`config.mk`:
```
export PLATFORM = sky130hd
export DESIGN_NAME = zigzag_varint_codec_unit
export DESIGN_NICKNAME = d
export VERILOG_FILES = /design/src/sv/zvc_pkg.sv /design/src/sv/zvc_front.sv /design/src/sv/zvc_queue.sv /design/src/sv/zvc_back.sv /design/src/sv/zigzag_varint_codec_unit.sv
export SDC_FILE = /design/constraint.sdc
export NUM_CORES = 1
export LEC_CHECK = 0
export BUFFER_PORTS_ARGS = -buffer_cell sky130_fd_sc_hd__buf_2
export CORE_UTILIZATION = 35
export CTS_CLUSTER_SIZE = 20
export DETAILED_ROUTE_END_ITERATION = 10
export PLACE_DENSITY = 0.59
export REMOVE_ABC_BUFFERS = 1
export SKIP_CTS_REPAIR_TIMING = 1
export SLEW_MARGIN = 30
export SYNTH_ARGS = -nofsm -noshare
export SYNTH_HDL_FRONTEND = slang
export SYNTH_SLANG_ARGS = --single-unit
```
`constraint.sdc`:
```
create_clock -name clock -period 10.05 [get_ports clock]
set_input_delay 0.5025 -clock clock [delete_from_list [all_inputs] [get_ports clock]]
set_output_delay 0.5025 -clock clock [all_outputs]
set_load 0.1 [all_outputs]
```
`src/sv/zvc_pkg.sv`:
```
`timescale 1ns / 1ps

package zvc_pkg;

   localparam int VALUE_WIDTH         = 64;
   localparam int BYTE_WIDTH          = 8;
   localparam int GROUP_BITS          = 7;
   localparam int GROUP_IDX_WIDTH     = 4;
   localparam int INT32_SIGN_BIT      = 31;
   localparam int DEFAULT_MAX_GROUPS  = 10;
   localparam int DEFAULT_QUEUE_DEPTH = 2;

   localparam int CSR_ADDR_WIDTH = 3;
   localparam int CSR_DATA_WIDTH = 32;
   localparam int CSR_INDEX_WIDTH = CSR_ADDR_WIDTH - 2;

   localparam logic [CSR_INDEX_WIDTH-1:0] REG_ZIGZAG_MODE = '0;
   localparam logic                        ZIGZAG_MODE_RESET = 1'b1;

   typedef enum logic {
      CMD_ENCODE = 1'b0,
      CMD_DECODE = 1'b1
   } cmd_type;

   typedef enum logic {
      KIND_BYTE  = 1'b0,
      KIND_VALUE = 1'b1
   } kind_type;

   // One classified item on its way from the front to the back.
   typedef struct packed {
      cmd_type                command;
      logic [VALUE_WIDTH-1:0] value;
      logic [BYTE_WIDTH-1:0]  data_byte;
      logic                   payload_end;
   } entry_type;

endpackage

```
`src/sv/zvc_front.sv`:
```
`timescale 1ns / 1ps

module zvc_front (
   input  logic                              clock,
   input  logic                              reset,
   input  logic                              zigzag_mode,
   input  logic                              req_valid,
   output logic                              req_ready,
   input  logic                              req_command,
   input  logic [zvc_pkg::VALUE_WIDTH-1:0]   req_value_in,
   input  logic [zvc_pkg::BYTE_WIDTH-1:0]    req_data_byte,
   input  logic                              req_payload_end,
   output logic                              push_valid,
   output zvc_pkg::entry_type                push_entry,
   input  logic                              push_ready
);
   import zvc_pkg::*;

   logic                   valid_ff, valid_in;
   entry_type              entry_ff, entry_in;
   logic [VALUE_WIDTH-1:0] mapped;
   logic                   accept;

   assign req_ready  = !valid_ff || push_ready;
   assign accept     = req_valid && req_ready;
   assign push_valid = valid_ff;
   assign push_entry = entry_ff;

   always_comb begin
      // zigzag: fold the sign into bit 0
      if (zigzag_mode) begin
         mapped = (req_value_in << 1) ^ {VALUE_WIDTH{req_value_in[VALUE_WIDTH-1]}};
      end else begin
         mapped = req_value_in;
      end
      entry_in.command     = cmd_type'(req_command);
      entry_in.value       = (cmd_type'(req_command) == CMD_ENCODE) ? mapped : '0;
      entry_in.data_byte   = req_data_byte;
      entry_in.payload_end = req_payload_end;

      if (accept) begin
         valid_in = 1'b1;
      end else if (push_ready) begin
         valid_in = 1'b0;
      end else begin
         valid_in = valid_ff;
      end
   end

   always_ff @(posedge clock) begin
      if (reset) begin
         valid_ff <= 1'b0;
      end else begin
         valid_ff <= valid_in;
      end
   end

   always_ff @(posedge clock) begin
      if (accept) begin
         entry_ff <= entry_in;
      end
   end

endmodule

```
`src/sv/zvc_queue.sv`:
```
`timescale 1ns / 1ps

module zvc_queue #(
   parameter int DEPTH = zvc_pkg::DEFAULT_QUEUE_DEPTH
) (
   input  logic               clock,
   input  logic               reset,
   input  logic               push_valid,
   input  zvc_pkg::entry_type push_entry,
   output logic               push_ready,
   output logic               pop_valid,
   output zvc_pkg::entry_type pop_entry,
   input  logic               pop_ready
);
   import zvc_pkg::*;

   localparam int PTR_WIDTH = (DEPTH > 1) ? $clog2(DEPTH) : 1;
   localparam int CNT_WIDTH = $clog2(DEPTH + 1);

   entry_type             entries_ff [DEPTH];
   logic [PTR_WIDTH-1:0]  wr_ptr_ff, wr_ptr_in;
   logic [PTR_WIDTH-1:0]  rd_ptr_ff, rd_ptr_in;
   logic [CNT_WIDTH-1:0]  count_ff, count_in;
   logic                  push_fire, pop_fire;

   function automatic logic [PTR_WIDTH-1:0] next_ptr(input logic [PTR_WIDTH-1:0] ptr);
      logic [PTR_WIDTH-1:0] result;
      if (ptr == PTR_WIDTH'(DEPTH - 1)) begin
         result = '0;
      end else begin
         result = ptr + 1'b1;
      end
      return result;
   endfunction

   assign push_ready = (count_ff != CNT_WIDTH'(DEPTH));
   assign pop_valid  = (count_ff != '0);
   assign pop_entry  = entries_ff[rd_ptr_ff];
   assign push_fire  = push_valid && push_ready;
   assign pop_fire   = pop_valid && pop_ready;

   always_comb begin
      wr_ptr_in = push_fire ? next_ptr(wr_ptr_ff) : wr_ptr_ff;
      rd_ptr_in = pop_fire ? next_ptr(rd_ptr_ff) : rd_ptr_ff;
      unique case ({push_fire, pop_fire})
         2'b10:   count_in = count_ff + 1'b1;
         2'b01:   count_in = count_ff - 1'b1;
         default: count_in = count_ff;
      endcase
   end

   always_ff @(posedge clock) begin
      if (reset) begin
         wr_ptr_ff <= '0;
         rd_ptr_ff <= '0;
         count_ff  <= '0;
      end else begin
         wr_ptr_ff <= wr_ptr_in;
         rd_ptr_ff <= rd_ptr_in;
         count_ff  <= count_in;
      end
   end

   always_ff @(posedge clock) begin
      if (push_fire) begin
         entries_ff[wr_ptr_ff] <= push_entry;
      end
   end

endmodule

```
`src/sv/zvc_back.sv`:
```
`timescale 1ns / 1ps

module zvc_back #(
   parameter int MAX_GROUPS = zvc_pkg::DEFAULT_MAX_GROUPS
) (
   input  logic                            clock,
   input  logic                            reset,
   input  logic                            zigzag_mode,
   input  logic                            pop_valid,
   input  zvc_pkg::entry_type              pop_entry,
   output logic                            pop_ready,
   output logic                            rsp_valid,
   input  logic                            rsp_ready,
   output logic                            rsp_result_kind,
   output logic [zvc_pkg::BYTE_WIDTH-1:0]  rsp_out_byte,
   output logic [zvc_pkg::VALUE_WIDTH-1:0] rsp_out_value,
   output logic                            rsp_fits_32,
   output logic                            rsp_last_of_run
);
   import zvc_pkg::*;

   localparam int ENC_WIDTH   = VALUE_WIDTH - GROUP_BITS;
   localparam int SHIFT_WIDTH = $clog2(GROUP_BITS * (1 << GROUP_IDX_WIDTH));

   typedef enum logic {
      ST_FETCH,
      ST_EMIT
   } state_type;

   state_type                  state_ff, state_in;
   logic                       rsp_valid_ff, rsp_valid_in;
   kind_type                   kind_ff, kind_in;
   logic [BYTE_WIDTH-1:0]      byte_ff, byte_in;
   logic [VALUE_WIDTH-1:0]     value_ff, value_in;
   logic                       fits_ff, fits_in;
   logic                       last_ff, last_in;
   logic [ENC_WIDTH-1:0]       enc_ff, enc_in;
   logic [VALUE_WIDTH-1:0]     acc_ff, acc_in;
   logic [GROUP_IDX_WIDTH-1:0] group_ff, group_in;
   logic                       done_ff, done_in;

   logic                       slot_free;
   logic                       group_ok;
   logic [SHIFT_WIDTH-1:0]     shamt;
   logic [VALUE_WIDTH-1:0]     acc_next;
   logic [VALUE_WIDTH-1:0]     decoded;
   logic                       decoded_fits;
   logic                       enc_more;
   logic                       first_more;

   assign slot_free       = !rsp_valid_ff || rsp_ready;
   assign pop_ready       = (state_ff == ST_FETCH) && slot_free;
   assign rsp_valid       = rsp_valid_ff;
   assign rsp_result_kind = kind_ff;
   assign rsp_out_byte    = byte_ff;
   assign rsp_out_value   = value_ff;
   assign rsp_fits_32     = fits_ff;
   assign rsp_last_of_run = last_ff;

   always_comb begin
      group_ok = group_ff < GROUP_IDX_WIDTH'(MAX_GROUPS);
      shamt    = SHIFT_WIDTH'(group_ff) * SHIFT_WIDTH'(GROUP_BITS);
      // groups sit in disjoint bit ranges, so OR adds them
      acc_next = acc_ff;
      if (group_ok) begin
         acc_next = acc_ff
                  | (VALUE_WIDTH'(pop_entry.data_byte[GROUP_BITS-1:0]) << shamt);
      end
      if (zigzag_mode) begin
         decoded      = (acc_next >> 1) ^ {VALUE_WIDTH{acc_next[0]}};
         decoded_fits = (&decoded[VALUE_WIDTH-1:INT32_SIGN_BIT])
                     || !(|decoded[VALUE_WIDTH-1:INT32_SIGN_BIT]);
      end else begin
         decoded      = acc_next;
         decoded_fits = 1'b0;
      end
      enc_more   = |enc_ff[ENC_WIDTH-1:GROUP_BITS];
      first_more = |pop_entry.value[VALUE_WIDTH-1:GROUP_BITS];

      state_in     = state_ff;
      rsp_valid_in = rsp_valid_ff && !rsp_ready;
      kind_in      = kind_ff;
      byte_in      = byte_ff;
      value_in     = value_ff;
      fits_in      = fits_ff;
      last_in      = last_ff;
      enc_in       = enc_ff;
      acc_in       = acc_ff;
      group_in     = group_ff;
      done_in      = done_ff;

      unique case (state_ff)
         ST_EMIT: begin
            if (slot_free) begin
               rsp_valid_in = 1'b1;
               kind_in      = KIND_BYTE;
               byte_in      = {enc_more, enc_ff[GROUP_BITS-1:0]};
               value_in     = '0;
               fits_in      = 1'b0;
               last_in      = !enc_more;
               enc_in       = ENC_WIDTH'(enc_ff >> GROUP_BITS);
               if (!enc_more) begin
                  state_in = ST_FETCH;
               end
            end
         end
         ST_FETCH: begin
            if (pop_valid && slot_free) begin
               if (pop_entry.command == CMD_ENCODE) begin
                  rsp_valid_in = 1'b1;
                  kind_in      = KIND_BYTE;
                  byte_in      = {first_more, pop_entry.value[GROUP_BITS-1:0]};
                  value_in     = '0;
                  fits_in      = 1'b0;
                  last_in      = !first_more;
                  enc_in       = pop_entry.value[VALUE_WIDTH-1:GROUP_BITS];
                  if (first_more) begin
                     state_in = ST_EMIT;
                  end
               end else if (done_ff) begin
                  // drop trailing words until the payload ends
                  if (pop_entry.payload_end) begin
                     acc_in   = '0;
                     group_in = '0;
                     done_in  = 1'b0;
                  end
               end else if (!pop_entry.data_byte[BYTE_WIDTH-1] || pop_entry.payload_end) begin
                  rsp_valid_in = 1'b1;
                  kind_in      = KIND_VALUE;
                  byte_in      = '0;
                  value_in     = decoded;
                  fits_in      = decoded_fits;
                  last_in      = 1'b1;
                  acc_in       = '0;
                  group_in     = '0;
                  done_in      = !pop_entry.payload_end;
               end else begin
                  acc_in = acc_next;
                  if (group_ok) begin
                     group_in = group_ff + 1'b1;
                  end
               end
            end
         end
         default: begin
            state_in = ST_FETCH;
         end
      endcase
   end

   always_ff @(posedge clock) begin
      if (reset) begin
         state_ff     <= ST_FETCH;
         rsp_valid_ff <= 1'b0;
         acc_ff       <= '0;
         group_ff     <= '0;
         done_ff      <= 1'b0;
      end else begin
         state_ff     <= state_in;
         rsp_valid_ff <= rsp_valid_in;
         acc_ff       <= acc_in;
         group_ff     <= group_in;
         done_ff      <= done_in;
      end
      kind_ff  <= kind_in;
      byte_ff  <= byte_in;
      value_ff <= value_in;
      fits_ff  <= fits_in;
      last_ff  <= last_in;
      enc_ff   <= enc_in;
   end

endmodule

```
`src/sv/zigzag_varint_codec_unit.sv`:
```
`timescale 1ns / 1ps
// Base-128 varint encoder and decoder with optional zigzag signed mapping.
// Request channel (req_*): command 0 encodes req_value_in into 1 to 10
// words on the response channel, least significant group first, bit 7 set
// while more follow. Command 1 feeds one payload byte to the decoder; the
// decoded value comes out as one word at the first byte with bit 7 clear,
// or at the byte flagged req_payload_end. Later bytes of that payload
// give nothing. rsp_fits_32 flags a zigzag-decoded signed value that fits 32 bits.
// Configuration (csr_*): register 0 at address 0, bit 0 = zigzag mode.
// A request passes the front register and the queue before its first
// response word is registered. The back end emits one word per cycle
// while the response side takes them, one per encoded byte and at most
// one per decode byte, so decode runs at one byte per cycle. The front
// register and a small queue let requests keep flowing while the back
// end works or the response side stalls; a stalled word holds until taken.
// Reset clears the decoder state, the queue and the response register,
// and sets zigzag mode to 1. No clearing pass is needed.

module zigzag_varint_codec_unit #(
   parameter int MAX_GROUPS  = zvc_pkg::DEFAULT_MAX_GROUPS,
   parameter int QUEUE_DEPTH = zvc_pkg::DEFAULT_QUEUE_DEPTH
) (
   input  logic                               clock,
   input  logic                               reset,
   input  logic                               req_valid,
   output logic                               req_ready,
   input  logic                               req_command,
   input  logic [zvc_pkg::VALUE_WIDTH-1:0]    req_value_in,
   input  logic [zvc_pkg::BYTE_WIDTH-1:0]     req_data_byte,
   input  logic                               req_payload_end,
   output logic                               rsp_valid,
   input  logic                               rsp_ready,
   output logic                               rsp_result_kind,
   output logic [zvc_pkg::BYTE_WIDTH-1:0]     rsp_out_byte,
   output logic [zvc_pkg::VALUE_WIDTH-1:0]    rsp_out_value,
   output logic                               rsp_fits_32,
   output logic                               rsp_last_of_run,
   input  logic                               csr_psel,
   input  logic                               csr_penable,
   input  logic                               csr_pwrite,
   input  logic [zvc_pkg::CSR_ADDR_WIDTH-1:0] csr_paddr,
   input  logic [zvc_pkg::CSR_DATA_WIDTH-1:0] csr_pwdata,
   output logic [zvc_pkg::CSR_DATA_WIDTH-1:0] csr_prdata,
   output logic                               csr_pready
);
   import zvc_pkg::*;

   logic                       mode_ff, mode_in;
   logic [CSR_INDEX_WIDTH-1:0] csr_index;
   logic                       csr_write;

   logic      push_valid, push_ready;
   entry_type push_entry;
   logic      pop_valid, pop_ready;
   entry_type pop_entry;

   assign csr_pready = 1'b1;
   assign csr_index  = csr_paddr[CSR_ADDR_WIDTH-1:2];
   assign csr_write  = csr_psel && csr_penable && csr_pwrite && csr_pready;
   assign csr_prdata = (csr_index == REG_ZIGZAG_MODE) ? CSR_DATA_WIDTH'(mode_ff) : '0;

   always_comb begin
      mode_in = mode_ff;
      if (csr_write && (csr_index == REG_ZIGZAG_MODE)) begin
         mode_in = csr_pwdata[0];
      end
   end

   always_ff @(posedge clock) begin
      if (reset) begin
         mode_ff <= ZIGZAG_MODE_RESET;
      end else begin
         mode_ff <= mode_in;
      end
   end

   zvc_front u_front (
      .clock           (clock),
      .reset           (reset),
      .zigzag_mode     (mode_ff),
      .req_valid       (req_valid),
      .req_ready       (req_ready),
      .req_command     (req_command),
      .req_value_in    (req_value_in),
      .req_data_byte   (req_data_byte),
      .req_payload_end (req_payload_end),
      .push_valid      (push_valid),
      .push_entry      (push_entry),
      .push_ready      (push_ready)
   );

   zvc_queue #(
      .DEPTH (QUEUE_DEPTH)
   ) u_queue (
      .clock      (clock),
      .reset      (reset),
      .push_valid (push_valid),
      .push_entry (push_entry),
      .push_ready (push_ready),
      .pop_valid  (pop_valid),
      .pop_entry  (pop_entry),
      .pop_ready  (pop_ready)
   );

   zvc_back #(
      .MAX_GROUPS (MAX_GROUPS)
   ) u_back (
      .clock           (clock),
      .reset           (reset),
      .zigzag_mode     (mode_ff),
      .pop_valid       (pop_valid),
      .pop_entry       (pop_entry),
      .pop_ready       (pop_ready),
      .rsp_valid       (rsp_valid),
      .rsp_ready       (rsp_ready),
      .rsp_result_kind (rsp_result_kind),
      .rsp_out_byte    (rsp_out_byte),
      .rsp_out_value   (rsp_out_value),
      .rsp_fits_32     (rsp_fits_32),
      .rsp_last_of_run (rsp_last_of_run)
   );

endmodule

```
# Word-level counts from Yosys, hierarchy flattened
# Memories as Yosys holds them, arrays and structs flattened. A register that Yosys moved wholly into a read port is not among the register bits.
# Index checks and enable logic that the tools add are counted.
[op_classes]
n_bitwise = 5
mul = 1
div_mod_pow = 0
reduce_logical = 34
order_cmp = 1
shift = 1
eq_ne = 9
mux = 67
add_sub_neg = 5
[op_table]
columns = ["op", "count"]
rows = [
  ["$mux W64", 11],
  ["$mux W57", 3],
  ["$pmux W64 S2", 1],
  ["$pmux W57 S2", 1],
  ["$or A64 B64 Y64", 1],
  ["$shl A7 B7 Y64", 1],
  ["$xor A63 B64 Y64", 1],
  ["$xor A64 B64 Y64", 1],
  ["$reduce_or A57 Y1", 1],
  ["$reduce_or A50 Y1", 1],
  ["$mux W8", 5],
  ["$mux W1", 35],
  ["$reduce_and A33 Y1", 1],
  ["$reduce_or A33 Y1", 1],
  ["$mux W4", 4],
  ["$pmux W8 S2", 1],
  ["$pmux W1 S2", 5],
  ["$logic_and A1 B1 Y1", 9],
  ["$logic_not A1 Y1", 8],
  ["$ne A2 B2 Y1 const B", 4],
  ["$reduce_and A4 Y1", 2],
  ["$mul A4 B3 Y7 const B", 1],
  ["$ne A3 B3 Y1 const B", 2],
  ["$reduce_and A3 Y1", 2],
  ["other kinds (14)", 21],
]
[totals]
latch_bits = 0
inputBits = 116
out_inout_bits = 110
wordCells = 144
mem_count = 1
romBits = 0
ram_bits = 148
register_bits = 283
[memory_table]
columns = ["name", "depth", "word_bits", "rd", "rd_clocked_by_memory_dff", "wr", "line", "text"]
rows = [
  ["u_queue.entries_ff", 2, 74, 1, 1, 1, "zvc_queue.sv:20", "entry_type entries_ff [DEPTH];"],
]

# Longest topological paths before layout
# Gate-level depths: netlist of the first run.
[logic_depth]
depth_word = 14
depth_mapped = 9

# Cells and area by module
# A second synthesis of the first run with hierarchy kept.
[unflattened]
cells_unflattened = 1525
hier_area_um2 = 19464.9
[by_module_without_submodules]
columns = ["mod", "cells_per_inst", "n_inst", "area_per_inst_um2"]
rows = [
  ["zvc_back", 933, 1, 9875.7],
  ["zvc_queue", 254, 1, 5555.3],
  ["zvc_front", 298, 1, 3718.6],
  ["zigzag_varint_codec_unit", 40, 1, 315.3],
]

# Least setup slack after synthesis of the first run
# OpenSTA, ideal clock, no wires.
[synth_path]
path_type = "register to register"
startpoint = "register u_back.rsp_valid_ff, in the netlist u_back.rsp_valid"
endpoint = "register u_back.fits_ff, in the netlist u_back.rsp_fits_32 (enable)"
t_arrival_ns = 6.773
path_slack_ns = 2.655
path_stages_with_launch = 4
required_time_ns = 9.427
setup_time_ns = 0.623
period_less_slack_ns = 7.395
path_cell_list = "dfxtp_1 > nand2b_1 > o21ai_0 > o32ai_1"
[synth_between]
elab_chain_cells = 5
elab_cells_between_ends = 6
classes_between = "eq/ne (2); reduce/logical (4)"
[synth_lines]
columns = ["element", "line", "text"]
rows = [
  ["start: declaration", "zvc_back.sv:31", "logic rsp_valid_ff, rsp_valid_in;"],
  ["start signal: assignment", "zvc_back.sv:160", "rsp_valid_ff <= rsp_valid_in;"],
  ["$logic_not A1 Y1 (*)", "zvc_back.sv:51", "assign slot_free = !rsp_valid_ff || rsp_ready;"],
  ["$logic_or A1 B1 Y1 (*)", "zvc_back.sv:51", ""],
  ["$logic_and A1 B1 Y1", "zvc_back.sv:108", "if (pop_valid && slot_free) begin"],
  ["$ne A2 B2 Y1 (no line)", "-", ""],
  ["$reduce_and A4 Y1 (no line) (*)", "-", ""],
  ["end signal: assignment", "zvc_back.sv:168", "fits_ff <= fits_in;"],
  ["end: declaration", "zvc_back.sv:35", "logic fits_ff, fits_in;"],
]
# Mark *: on every way between the ends. The rest lies on a longest branch, timed or not.
# A chain may end at the register's enable or synchronous reset.

==> flow_summary.json, run 1 <==
{
  "status": "finished, final reports clean",
  "viasPerCell": 5.15,
  "final_cell_area_mm2": 0.0219,
  "cts.sinks": 432,
  "die_h_um": 237,
  "fin_cells": 2396,
  "grt_antenna_before_repair": 1,
  "dp.cells": 2316,
  "grt_pass1_vias": 11700,
  "fp.dieW_um": 237,
  "dp_hpwl_um": 29500,
  "cts_tree": "done",
  "timing.final.crit_period_ns": 3.49,
  "overflow": 0,
  "grt_pass1_wl_um": 68100,
  "syn2layout_area_growth_pct": 13.6,
  "critPathKind": "flip-flop to flip-flop",
  "grt_setup_unrepaired": "false",
  "finalClockSkew_ns": 0.0260,
  "avgSynthCellArea_um2": 12.4,
  "grt.total_usage_pct": 15.5,
  "portBuffers": 160,
  "dr_total_vias": 12300,
  "critPathCaptureType": "flip-flop",
  "netlist_area_mm2": 0.0193,
  "synth_edf_count": 354,
  "place.gp.congestion": 0.802,
  "critPathRequiredTime_ns": 10.39,
  "max_slew_margin_pct": 39.4,
  "ys.flop_type": "edfxtp_1",
  "slowest_stage": "a21oi_4",
  "ant_nets": 0,
  "synth_cells": 1557,
  "finalCritPeriodShare_pct": 34.7,
  "finalMaxSlewViolations": 0,
  "worst_slew_pin_slew_ns": 0.908,
  "seq_area_frac_synth_pct": 63.2,
  "finalNetCount": 1785,
  "clock_path_buffers": 3,
  "io_pins": 226,
  "core_mm2": 0.0541,
  "synth_top_area_share_pct": 55.1,
  "cpPeakStageDelay_ns": 0.72,
  "total_power_uw": 6890,
  "insertion_delay_ns": 0.56,
  "first_iter_violations": 993,
  "powerDensity_mw_per_mm2": 315,
  "drt_pre_antenna_iters": 5,
  "fmax_mhz": 287,
  "path_max_fanout": 45,
  "std_cell_rows": 85,
  "n_fill_cell": 5048,
  "layout-drive-gt1-share_pct": 16.2,
  "power_leakage_uw": 0.00783,
  "async_flop_share_pct": 0,
  "initial_core_util_pct": 35.6,
  "synth_cell_types": 57,
  "cp-start-kind": "flip-flop",
  "numCtsBuffers": 44,
  "placed_area_mm2": 0.0205,
  "h-tree-depth": 2,
  "clk_pin_slew_worst_paths_ns": 0.06,
  "max-cap-violations": 0,
  "diodes": 0,
  "drt-total-wl_um": 44300,
  "hold_viol_final": 0,
  "final_core_util_pct": 40.5,
  "fp.dieArea_mm2": 0.0560,
  "synth-seq-cells": 432,
  "synth_area_leader_cell": "edfxtp_1",
  "tns_ns": 0,
  "setup-violations-final": 0,
  "synthTopCellsByArea": "edfxtp_1, dfxtp_1, nor2_1, a211oi_1, mux2i_1",
  "drc": 0,
  "worstHoldPathType": "input port to flip-flop",
  "routedWlPerCell_um": 18.5,
  "grt_start_max_net_pins": 125,
  "arrival_ns": 3.82,
  "yosys_warnings": 0,
  "vdd_drop_max_v": 0.000227,
  "cts_root_buffer": "clkbuf_16",
  "crit_chain": "mux2_2 -> a21oi_4 -> buf_4 -> xor2_1 -> a211oi_1"
}
[worst max-delay path: cells and delay by family (launching register included)]
family | cells | cell delay (ns)
buffers and inverters | 1 | 0.72
AO/OA/AOI/OAI | 2 | 1.09
multiplexers | 1 | 0.57
XOR/XNOR | 1 | 0.14
flip-flops | 1 | 0.70
[synth_stat cells (all sizes together) (3+ instances only)]
cell and number:
a211oi 108, nor3 8, mux2 9, nand2b 3
a21o 46, nor2 237, xnor2 77, a21oi 47
and2 3, edfxtp 354, nand3 11, buf 81
dfxtp 78, o21ai 62, a2bb2oi 17, xor2 54
nand3b 4, nand2 70, clkbuf 66, nand4 11
nor4 43, a22oi 45, inv 6, o22ai 4
o31ai 8, nor4b 8, mux2i 70
[metrics by stage]
step / setup slack, ns / hold WS, ns
finish: 6.56 / 0.131
floorplan: 0.543 / 0.421
detailed placement: 6.51 / 0.430
global route: 6.34 / 0.110
CTS: 6.47 / 0.107
global placement: 6.54 / 0.423
[routing by layer]
metal / wire length (um) / vias up / GRT usage [%]
met4: 751 / 2 / 3.90
met5: 17 / - / 0
met1: 21800 / 6041 / 23.1
li1: - / 5943 / -
met2: 19600 / 303 / 23.6
met3: 2180 / 53 / 2.39
[cell families after synthesis]
kind of cell / Yosys count / share of synthesized area [%]
adder cells (fa/ha/maj): 2 / 0.130
other: 2 / 0.0389
AND/OR/NAND/NOR: 413 / 9.93
buffers and inverters: 153 / 4.28
flip-flops: 432 / 63.2
AO/OA/AOI/OAI: 345 / 12.2
XOR/XNOR: 131 / 5.95
multiplexers: 79 / 4.22
[final timing paths]
check                                       start                                     end  slack, ns  cells after the start
max reg2reg                             flip-flop  u_back.rsp_out_value[49]$_SDFFCE_PN0P_       6.56                      5
max                                     flip-flop  u_back.rsp_out_value[49]$_SDFFCE_PN0P_       6.56                      5
min reg2reg  u_front.push_entry[19]$_SDFFCE_PP0P_     u_queue.entries_ff[1][19]$_DFFE_PP_       0.44                      0
min                              req_data_byte[4]         u_front.push_entry[5]$_DFFE_PP_       0.13                      1
[power breakdown]
part / total (uW) / internal, uW / switching (uW)
logic: 2590 / 491 / 2100
clock network: 1550 / 873 / 676
registers: 2750 / 2540 / 209
total: 6890 / 3900 / 2990
[flip-flops by register name (all words and copies together), names as in the netlist, 2 cells and up, named ones only]
| signal | cells |
|---|---|
| u_back.rsp_out_byte | 8 |
| u_back.enc_ff | 57 |
| u_queue.entries_ff | 148 |
| u_back.rsp_out_value | 64 |
| u_back.group_ff | 4 |
| u_back.acc_ff | 64 |
| u_queue.count_ff | 2 |
| u_front.push_entry | 74 |
[layout by cell type (no fill, tap or decap), types with 19 or more instances in the layout]
cell       instances
edfxtp_1         354
nor2_1           235
buf_2            159
a211oi_1         108
xnor2_1           77
dfxtp_1           75
mux2i_1           70
nand2_1           69
o21ai_0           62
xor2_1            54
a21o_1            46
a22oi_1           45
clkbuf_16         45
a21oi_1           44
nor4_1            41
conb_1            32
buf_4             19
[cell type report]
class	instances	area [um2]	area share [%]
repair buffers	181	1000	4.59
flip-flops and latches	432	12200	55.7
multi-input cells	1002	6430	29.3
inverters	6	22.5	0.103
clock inverters	23	176	0.805
clock buffers	56	1200	5.47
well taps	696	871	3.98
Note: power is estimated with default switching activity, not from simulation.
==> run 2, diff against run 1 <==
--- a/config.mk
+++ b/config.mk
@@ -9,7 +9,7 @@
 export CORE_UTILIZATION = 35
 export CTS_CLUSTER_SIZE = 20
 export DETAILED_ROUTE_END_ITERATION = 10
-export PLACE_DENSITY = 0.59
+export PLACE_DENSITY = 0.61
 export REMOVE_ABC_BUFFERS = 1
 export SKIP_CTS_REPAIR_TIMING = 1
 export SLEW_MARGIN = 30
==> constraint.sdc (replaced) <==
create_clock -name clock -period 2.86 [get_ports clock]
set_input_delay 0.143 -clock clock [delete_from_list [all_inputs] [get_ports clock]]
set_output_delay 0.143 -clock clock [all_outputs]
set_load 0.1 [all_outputs]
==> run 2 against run 1 <==
Net effect: the run now ends with hold timing left; die area unchanged; sequential share of layout area down 2.4 points; via count up 2.1%; count of clock-buffer cells in the layout down 3; register-to-register slack worse by 6.1 ns; global-route usage up 0.62 points; hold slack worse by 0.16 ns; first-iteration DRC count up 2.8%; critical endpoint is now u_back.rsp_out_value[24]$_SDFFCE_PN0P_; combinational power rose to 3.7 times the previous value; critical path depth unchanged; largest power group unchanged; clock power rose to 4.0 times the previous value.
==> flow_summary.json, run 2 (synthesis results as in run 1) <==
{
  "final_cell_area_mm2": 0.0229,
  "ant_nets": 0,
  "tns_ns": 0,
  "final_core_util_pct": 42.3,
  "std_cell_rows": 85,
  "dp.cells": 2327,
  "viasPerCell": 5.09,
  "finalClockSkew_ns": 0.0259,
  "drt_pre_antenna_iters": 5,
  "fmax_mhz": 425,
  "timing.final.crit_period_ns": 2.35,
  "overflow": 0,
  "path_max_fanout": 15,
  "violations": "hold timing",
  "numCtsBuffers": 46,
  "io_pins": 226,
  "setup-violations-final": 0,
  "cts.sinks": 432,
  "fin_cells": 2474,
  "worst_slew_pin_slew_ns": 0.867,
  "cts_tree": "done",
  "place.gp.congestion": 0.845,
  "h-tree-depth": 2,
  "finalCritPeriodShare_pct": 82.3,
  "grt_pass1_vias": 11900,
  "hold_viol_final": 9,
  "syn2layout_area_growth_pct": 18.8,
  "placed_area_mm2": 0.0207,
  "cpPeakStageDelay_ns": 0.71,
  "core_mm2": 0.0541,
  "grt_setup_unrepaired": "false",
  "largest_register_ffs": 148,
  "critPathKind": "flip-flop to flip-flop",
  "die_h_um": 237,
  "max_slew_margin_pct": 41.6,
  "grt.total_usage_pct": 16.2,
  "max-cap-violations": 0,
  "critPathCaptureType": "flip-flop",
  "fp.dieArea_mm2": 0.0560,
  "drt-total-wl_um": 46000,
  "layout_common_cells": "edfxtp_1, nor2_1, buf_2, a211oi_1, xnor2_1",
  "grt_antenna_before_repair": 1,
  "clock_path_buffers": 3,
  "crit_chain": "inv_1 -> nor4b_4 -> a21o_1 -> xor2_1 -> a211oi_1",
  "powerDensity_mw_per_mm2": 1100,
  "cp-start-kind": "flip-flop",
  "layout-drive-gt1-share_pct": 16.5,
  "initial_core_util_pct": 35.6,
  "arrival_ns": 2.65,
  "grt_pass1_wl_um": 70000,
  "vdd_drop_max_v": 0.000856,
  "worstHoldPathType": "input port to flip-flop",
  "portBuffers": 160,
  "fp.dieW_um": 237,
  "drc": 0,
  "first_iter_violations": 1021,
  "finalMaxSlewViolations": 0,
  "grt_start_max_net_pins": 129,
  "critPathRequiredTime_ns": 3.16,
  "hold_ws_ns": -0.0239,
  "diodes": 0,
  "power_leakage_uw": 0.00829,
  "top_register": "u_queue.entries_ff",
  "final_common_cell": "edfxtp_1",
  "status": "complete, but fails checks",
  "slowest_stage": "dfxtp_1",
  "dp_hpwl_um": 30100,
  "insertion_delay_ns": 0.59,
  "routedWlPerCell_um": 18.6,
  "dr_total_vias": 12600,
  "clk_pin_slew_worst_paths_ns": 0.06,
  "cts_root_buffer": "clkbuf_16",
  "finalNetCount": 1860
}
==> run 2: changes by cell type in the layout (fill, tap and decap cells not counted), sizes merged <==
cell         delta
dlygate4sd3    +63
clkbuf          -3
buf            +10
clkinv          +1
bufinv          +6
inv             +1
==> run 2: worst paths after layout <==
kind                                                           start  cells after the start                                      to  slack (ns)
worst max register to register       u_back.group_ff[0]$_SDFFE_PP0P_                      5  u_back.rsp_out_value[24]$_SDFFCE_PN0P_        0.51
worst min register to register  u_front.push_entry[33]$_SDFFCE_PP0P_                      0     u_queue.entries_ff[1][33]$_DFFE_PP_        0.44
worst max-delay path                 u_back.group_ff[0]$_SDFFE_PP0P_                      5  u_back.rsp_out_value[24]$_SDFFCE_PN0P_        0.51
worst min-delay path                                req_value_in[45]                      3    u_front.push_entry[54]$_SDFFCE_PP0P_       -0.02
==> run 2: per-stage QoR <==
| stage | worst slack, ns | power (uW) |
|---|---|---|
| CTS | 0.533 | 25400 |
| detailed placement | 0.530 | 19300 |
| finish | 0.506 | 25200 |
| global route | 0.401 | 26300 |
| floorplan | -6.65 | 15500 |
| global placement | 0.559 | 19100 |
==> run 2: power by group <==
part           internal (uW)  switching, uW  total [uW]
logic                   1970           7500        9470
clock network           3670           2460        6130
registers               8910            727        9630
==> run 2: metal layers <==
layer / track usage [%] / vias to the layer above / wire length (um)
met5: 0 / - / 10
met3: 2.86 / 67 / 2320
met4: 5.59 / 2 / 1220
met1: 23.5 / 6102 / 22200
met2: 24.2 / 324 / 20300
li1: - / 6106 / -
==> run 2: layout make-up <==
cell class / instances / area, um2
repair buffers: 254 / 1830
well taps: 696 / 871
clock buffers: 53 / 1210
clock inverters: 31 / 344
flip-flops and latches: 432 / 12200
fillers: 5020 / 31200
inverters: 6 / 22.5
multi-input cells: 1002 / 6430
==> run 2: worst max-delay path, delay by kind of cell, from the launching register on <==
family / cells / cell delay [ns]
buffers and inverters: 1 / 0.21
xor gates and xnor gates: 1 / 0.18
and+or+nand+nor: 1 / 0.61
DFF: 1 / 0.71
AOI/OAI and AO/OA: 2 / 0.36
==> run 3, diff against run 2 <==
--- a/config.mk
+++ b/config.mk
@@ -9,7 +9,7 @@
 export CORE_UTILIZATION = 35
 export CTS_CLUSTER_SIZE = 20
 export DETAILED_ROUTE_END_ITERATION = 10
-export PLACE_DENSITY = 0.61
+export PLACE_DENSITY = 0.59
 export REMOVE_ABC_BUFFERS = 1
 export SKIP_CTS_REPAIR_TIMING = 1
 export SLEW_MARGIN = 30
==> constraint.sdc (replaced) <==
create_clock -name clock -period 2.2 [get_ports clock]
set_input_delay 0.11 -clock clock [delete_from_list [all_inputs] [get_ports clock]]
set_output_delay 0.11 -clock clock [all_outputs]
set_load 0.1 [all_outputs]
==> run 3 against run 2 <==
Net effect: the run still ends with hold timing left; global-route usage decreased by 0.18 points; total power up 31%; sequential share of layout area decreased by 0.64 points; critical path type unchanged; critical endpoint is now u_back.rsp_out_byte[7]$_DFFE_PP_.
==> flow_summary.json, run 3 (synthesis results as in run 1) <==
{
  "r2r_cells": 6,
  "std_cell_rows": 85,
  "routedWlPerCell_um": 18.3,
  "hold_ws_ns": -0.0220,
  "layout_common_cells": "edfxtp_1, nor2_1, buf_2, a211oi_1, xnor2_1",
  "drt_pre_antenna_iters": 6,
  "status": "complete, but fails checks",
  "pwr-share-comb_pct": 38.6,
  "timing.final.crit_period_ns": 2.09,
  "timing.rr.start": "u_back.enc_ff[48]$_DFFE_PP_",
  "crit_chain": "nor4_1 -> nand4_1 -> nor4_2 -> buf_4 -> nand2_1 -> and3_1",
  "critPathCaptureType": "flip-flop",
  "cp_num_cells": 6,
  "switching_power_uw": 13900,
  "dp_hpwl_um": 30700,
  "core_mm2": 0.0541,
  "finalClockSkew_ns": 0.0267,
  "syn2layout_area_growth_pct": 20.3,
  "hold_viol_final": 9,
  "finalNetCount": 1888,
  "grt_pass1_wl_um": 70200,
  "h-tree-depth": 2,
  "reg2reg_slack_ns": 0.11,
  "die_h_um": 237,
  "numCtsBuffers": 44,
  "fp.dieW_um": 237,
  "finalMaxSlewViolations": 0,
  "max-cap-violations": 0,
  "tns_ns": 0,
  "cp-start-kind": "flip-flop",
  "max_slew_margin_pct": 61.5,
  "io_pins": 226,
  "top_register": "u_queue.entries_ff",
  "dr_total_vias": 12700,
  "vdd_drop_max_v": 0.00123,
  "drt-total-wl_um": 45800,
  "critPathKind": "flip-flop to flip-flop",
  "worstHoldPathType": "input port to flip-flop",
  "grt.total_usage_pct": 16.0,
  "critical_path.top_delay_family": "simple AND/OR/NAND/NOR gates",
  "crit_buf_inv": 1,
  "cpPeakStageDelay_ns": 0.42,
  "cts.sinks": 432,
  "total_power_uw": 33000,
  "place.gp.congestion": 0.827,
  "switching_share_pct": 42.0,
  "cts_tree": "done",
  "viasPerCell": 5.10,
  "final_core_util_pct": 42.8,
  "p_seq_share_pct": 37.7,
  "hp-start": "req_value_in[2]",
  "placed_area_mm2": 0.0211,
  "violations": "hold timing",
  "clock_path_buffers": 3,
  "insertion_delay_ns": 0.56,
  "grt_pass1_vias": 12100,
  "worst_slew_pin_slew_ns": 0.578,
  "fmax_mhz": 479,
  "grt_setup_unrepaired": "false",
  "clockPowerShare_pct": 23.7,
  "layout-drive-gt1-share_pct": 18.1,
  "cts_root_buffer": "clkbuf_16",
  "clk_pin_slew_worst_paths_ns": 0.06,
  "whs_path_depth": 3,
  "powerDensity_mw_per_mm2": 1420,
  "power_leakage_uw": 0.00843,
  "arrival_ns": 2.38,
  "finalCritPeriodShare_pct": 94.9,
  "final_cell_area_mm2": 0.0232,
  "first_iter_violations": 917,
  "grt_antenna_before_repair": 0,
  "drc": 0,
  "setup-violations-final": 0,
  "largest_register_ffs": 148,
  "rr_endpoint": "u_back.rsp_out_byte[7]$_DFFE_PP_",
  "critPathRequiredTime_ns": 2.49,
  "overflow": 0,
  "slowest_stage": "edfxtp_1",
  "initial_core_util_pct": 35.6,
  "diodes": 0,
  "hold_end": "u_front.push_entry[11]$_SDFFCE_PP0P_",
  "ant_nets": 0,
  "fp.dieArea_mm2": 0.0560,
  "final_common_cell": "edfxtp_1",
  "path_max_fanout": 2,
  "portBuffers": 160,
  "grt_start_max_net_pins": 127,
  "p_int_uw": 19200
}
-- run 3: changes by cell type in the layout (fill, tap and decap cells not counted), sizes merged --
| cell | before | now |
|---|---|---|
| buf | 191 | 225 |
| clkinv | 20 | 10 |
| clkbuf | 53 | 60 |
| dlygate4sd3 | 63 | 59 |
| inv | 8 | 7 |
-- run 3: per-stage QoR --
step	std cells	setup WS, ns
final	2500	0.113
after global routing	2500	0.0168
after CTS	2441	-0.0352
after detailed placement	2361	0.0362
after global placement	2361	-0.00707
after floorplan	1440	-7.31
-- run 3: area by class of cell --
cell class,instances,area (um2)
fill,4936,30900
clock inverter,20,297
clock buffer,60,1220
multi-input combinational,1002,6450
sequential,432,12200
timing repair buffer,284,2120
inverter,6,22.5
tap,696,871
-- run 3: how the worst max path moves through the flow --
| stage | from | end | slack, ns |
|---|---|---|---|
| 2_1_floorplan | flip-flop | u_back.rsp_fits_32$_SDFFCE_PP0P_ | -7.31 |
| 3_3_place_gp | u_back.enc_ff[19]$_DFFE_PP_ | u_back.rsp_out_byte[7]$_DFFE_PP_ | -0.007 |
| 3_5_place_dp | u_back.enc_ff[17]$_DFFE_PP_ | u_back.rsp_out_byte[7]$_DFFE_PP_ | 0.04 |
| 4_1_cts | u_back.enc_ff[17]$_DFFE_PP_ | u_back.rsp_out_byte[7]$_DFFE_PP_ | -0.04 |
| 5_1_grt | u_back.group_ff[1]$_SDFFE_PP0P_ | u_back.rsp_out_value[49]$_SDFFCE_PN0P_ | 0.02 |
| 6_report | u_back.enc_ff[48]$_DFFE_PP_ | u_back.rsp_out_byte[7]$_DFFE_PP_ | 0.11 |
-- run 3: tightest hold or removal path: stages --
cell and delay [ns]:
buf_2 0.11, nor2_1 0.08, a211oi_1 0.06
-- run 3: power groups by stage --
stage	registers (uW)	clock network [uW]	logic (uW)
CTS	12500	8010	12800
detailed placement	12600	0	12700
global placement	12600	0	12600
floorplan	15900	0	3020
finish	12400	7840	12700
global route	12600	8310	13400
-- run 3: routing by layer --
layer	vias up	GRT usage, %	routed length [um]
li1	6147	-	-
met1	6157	23.3	21900
met2	368	24.2	20300
met3	66	2.74	2560
met4	0	4.74	1020
met5	-	0	0
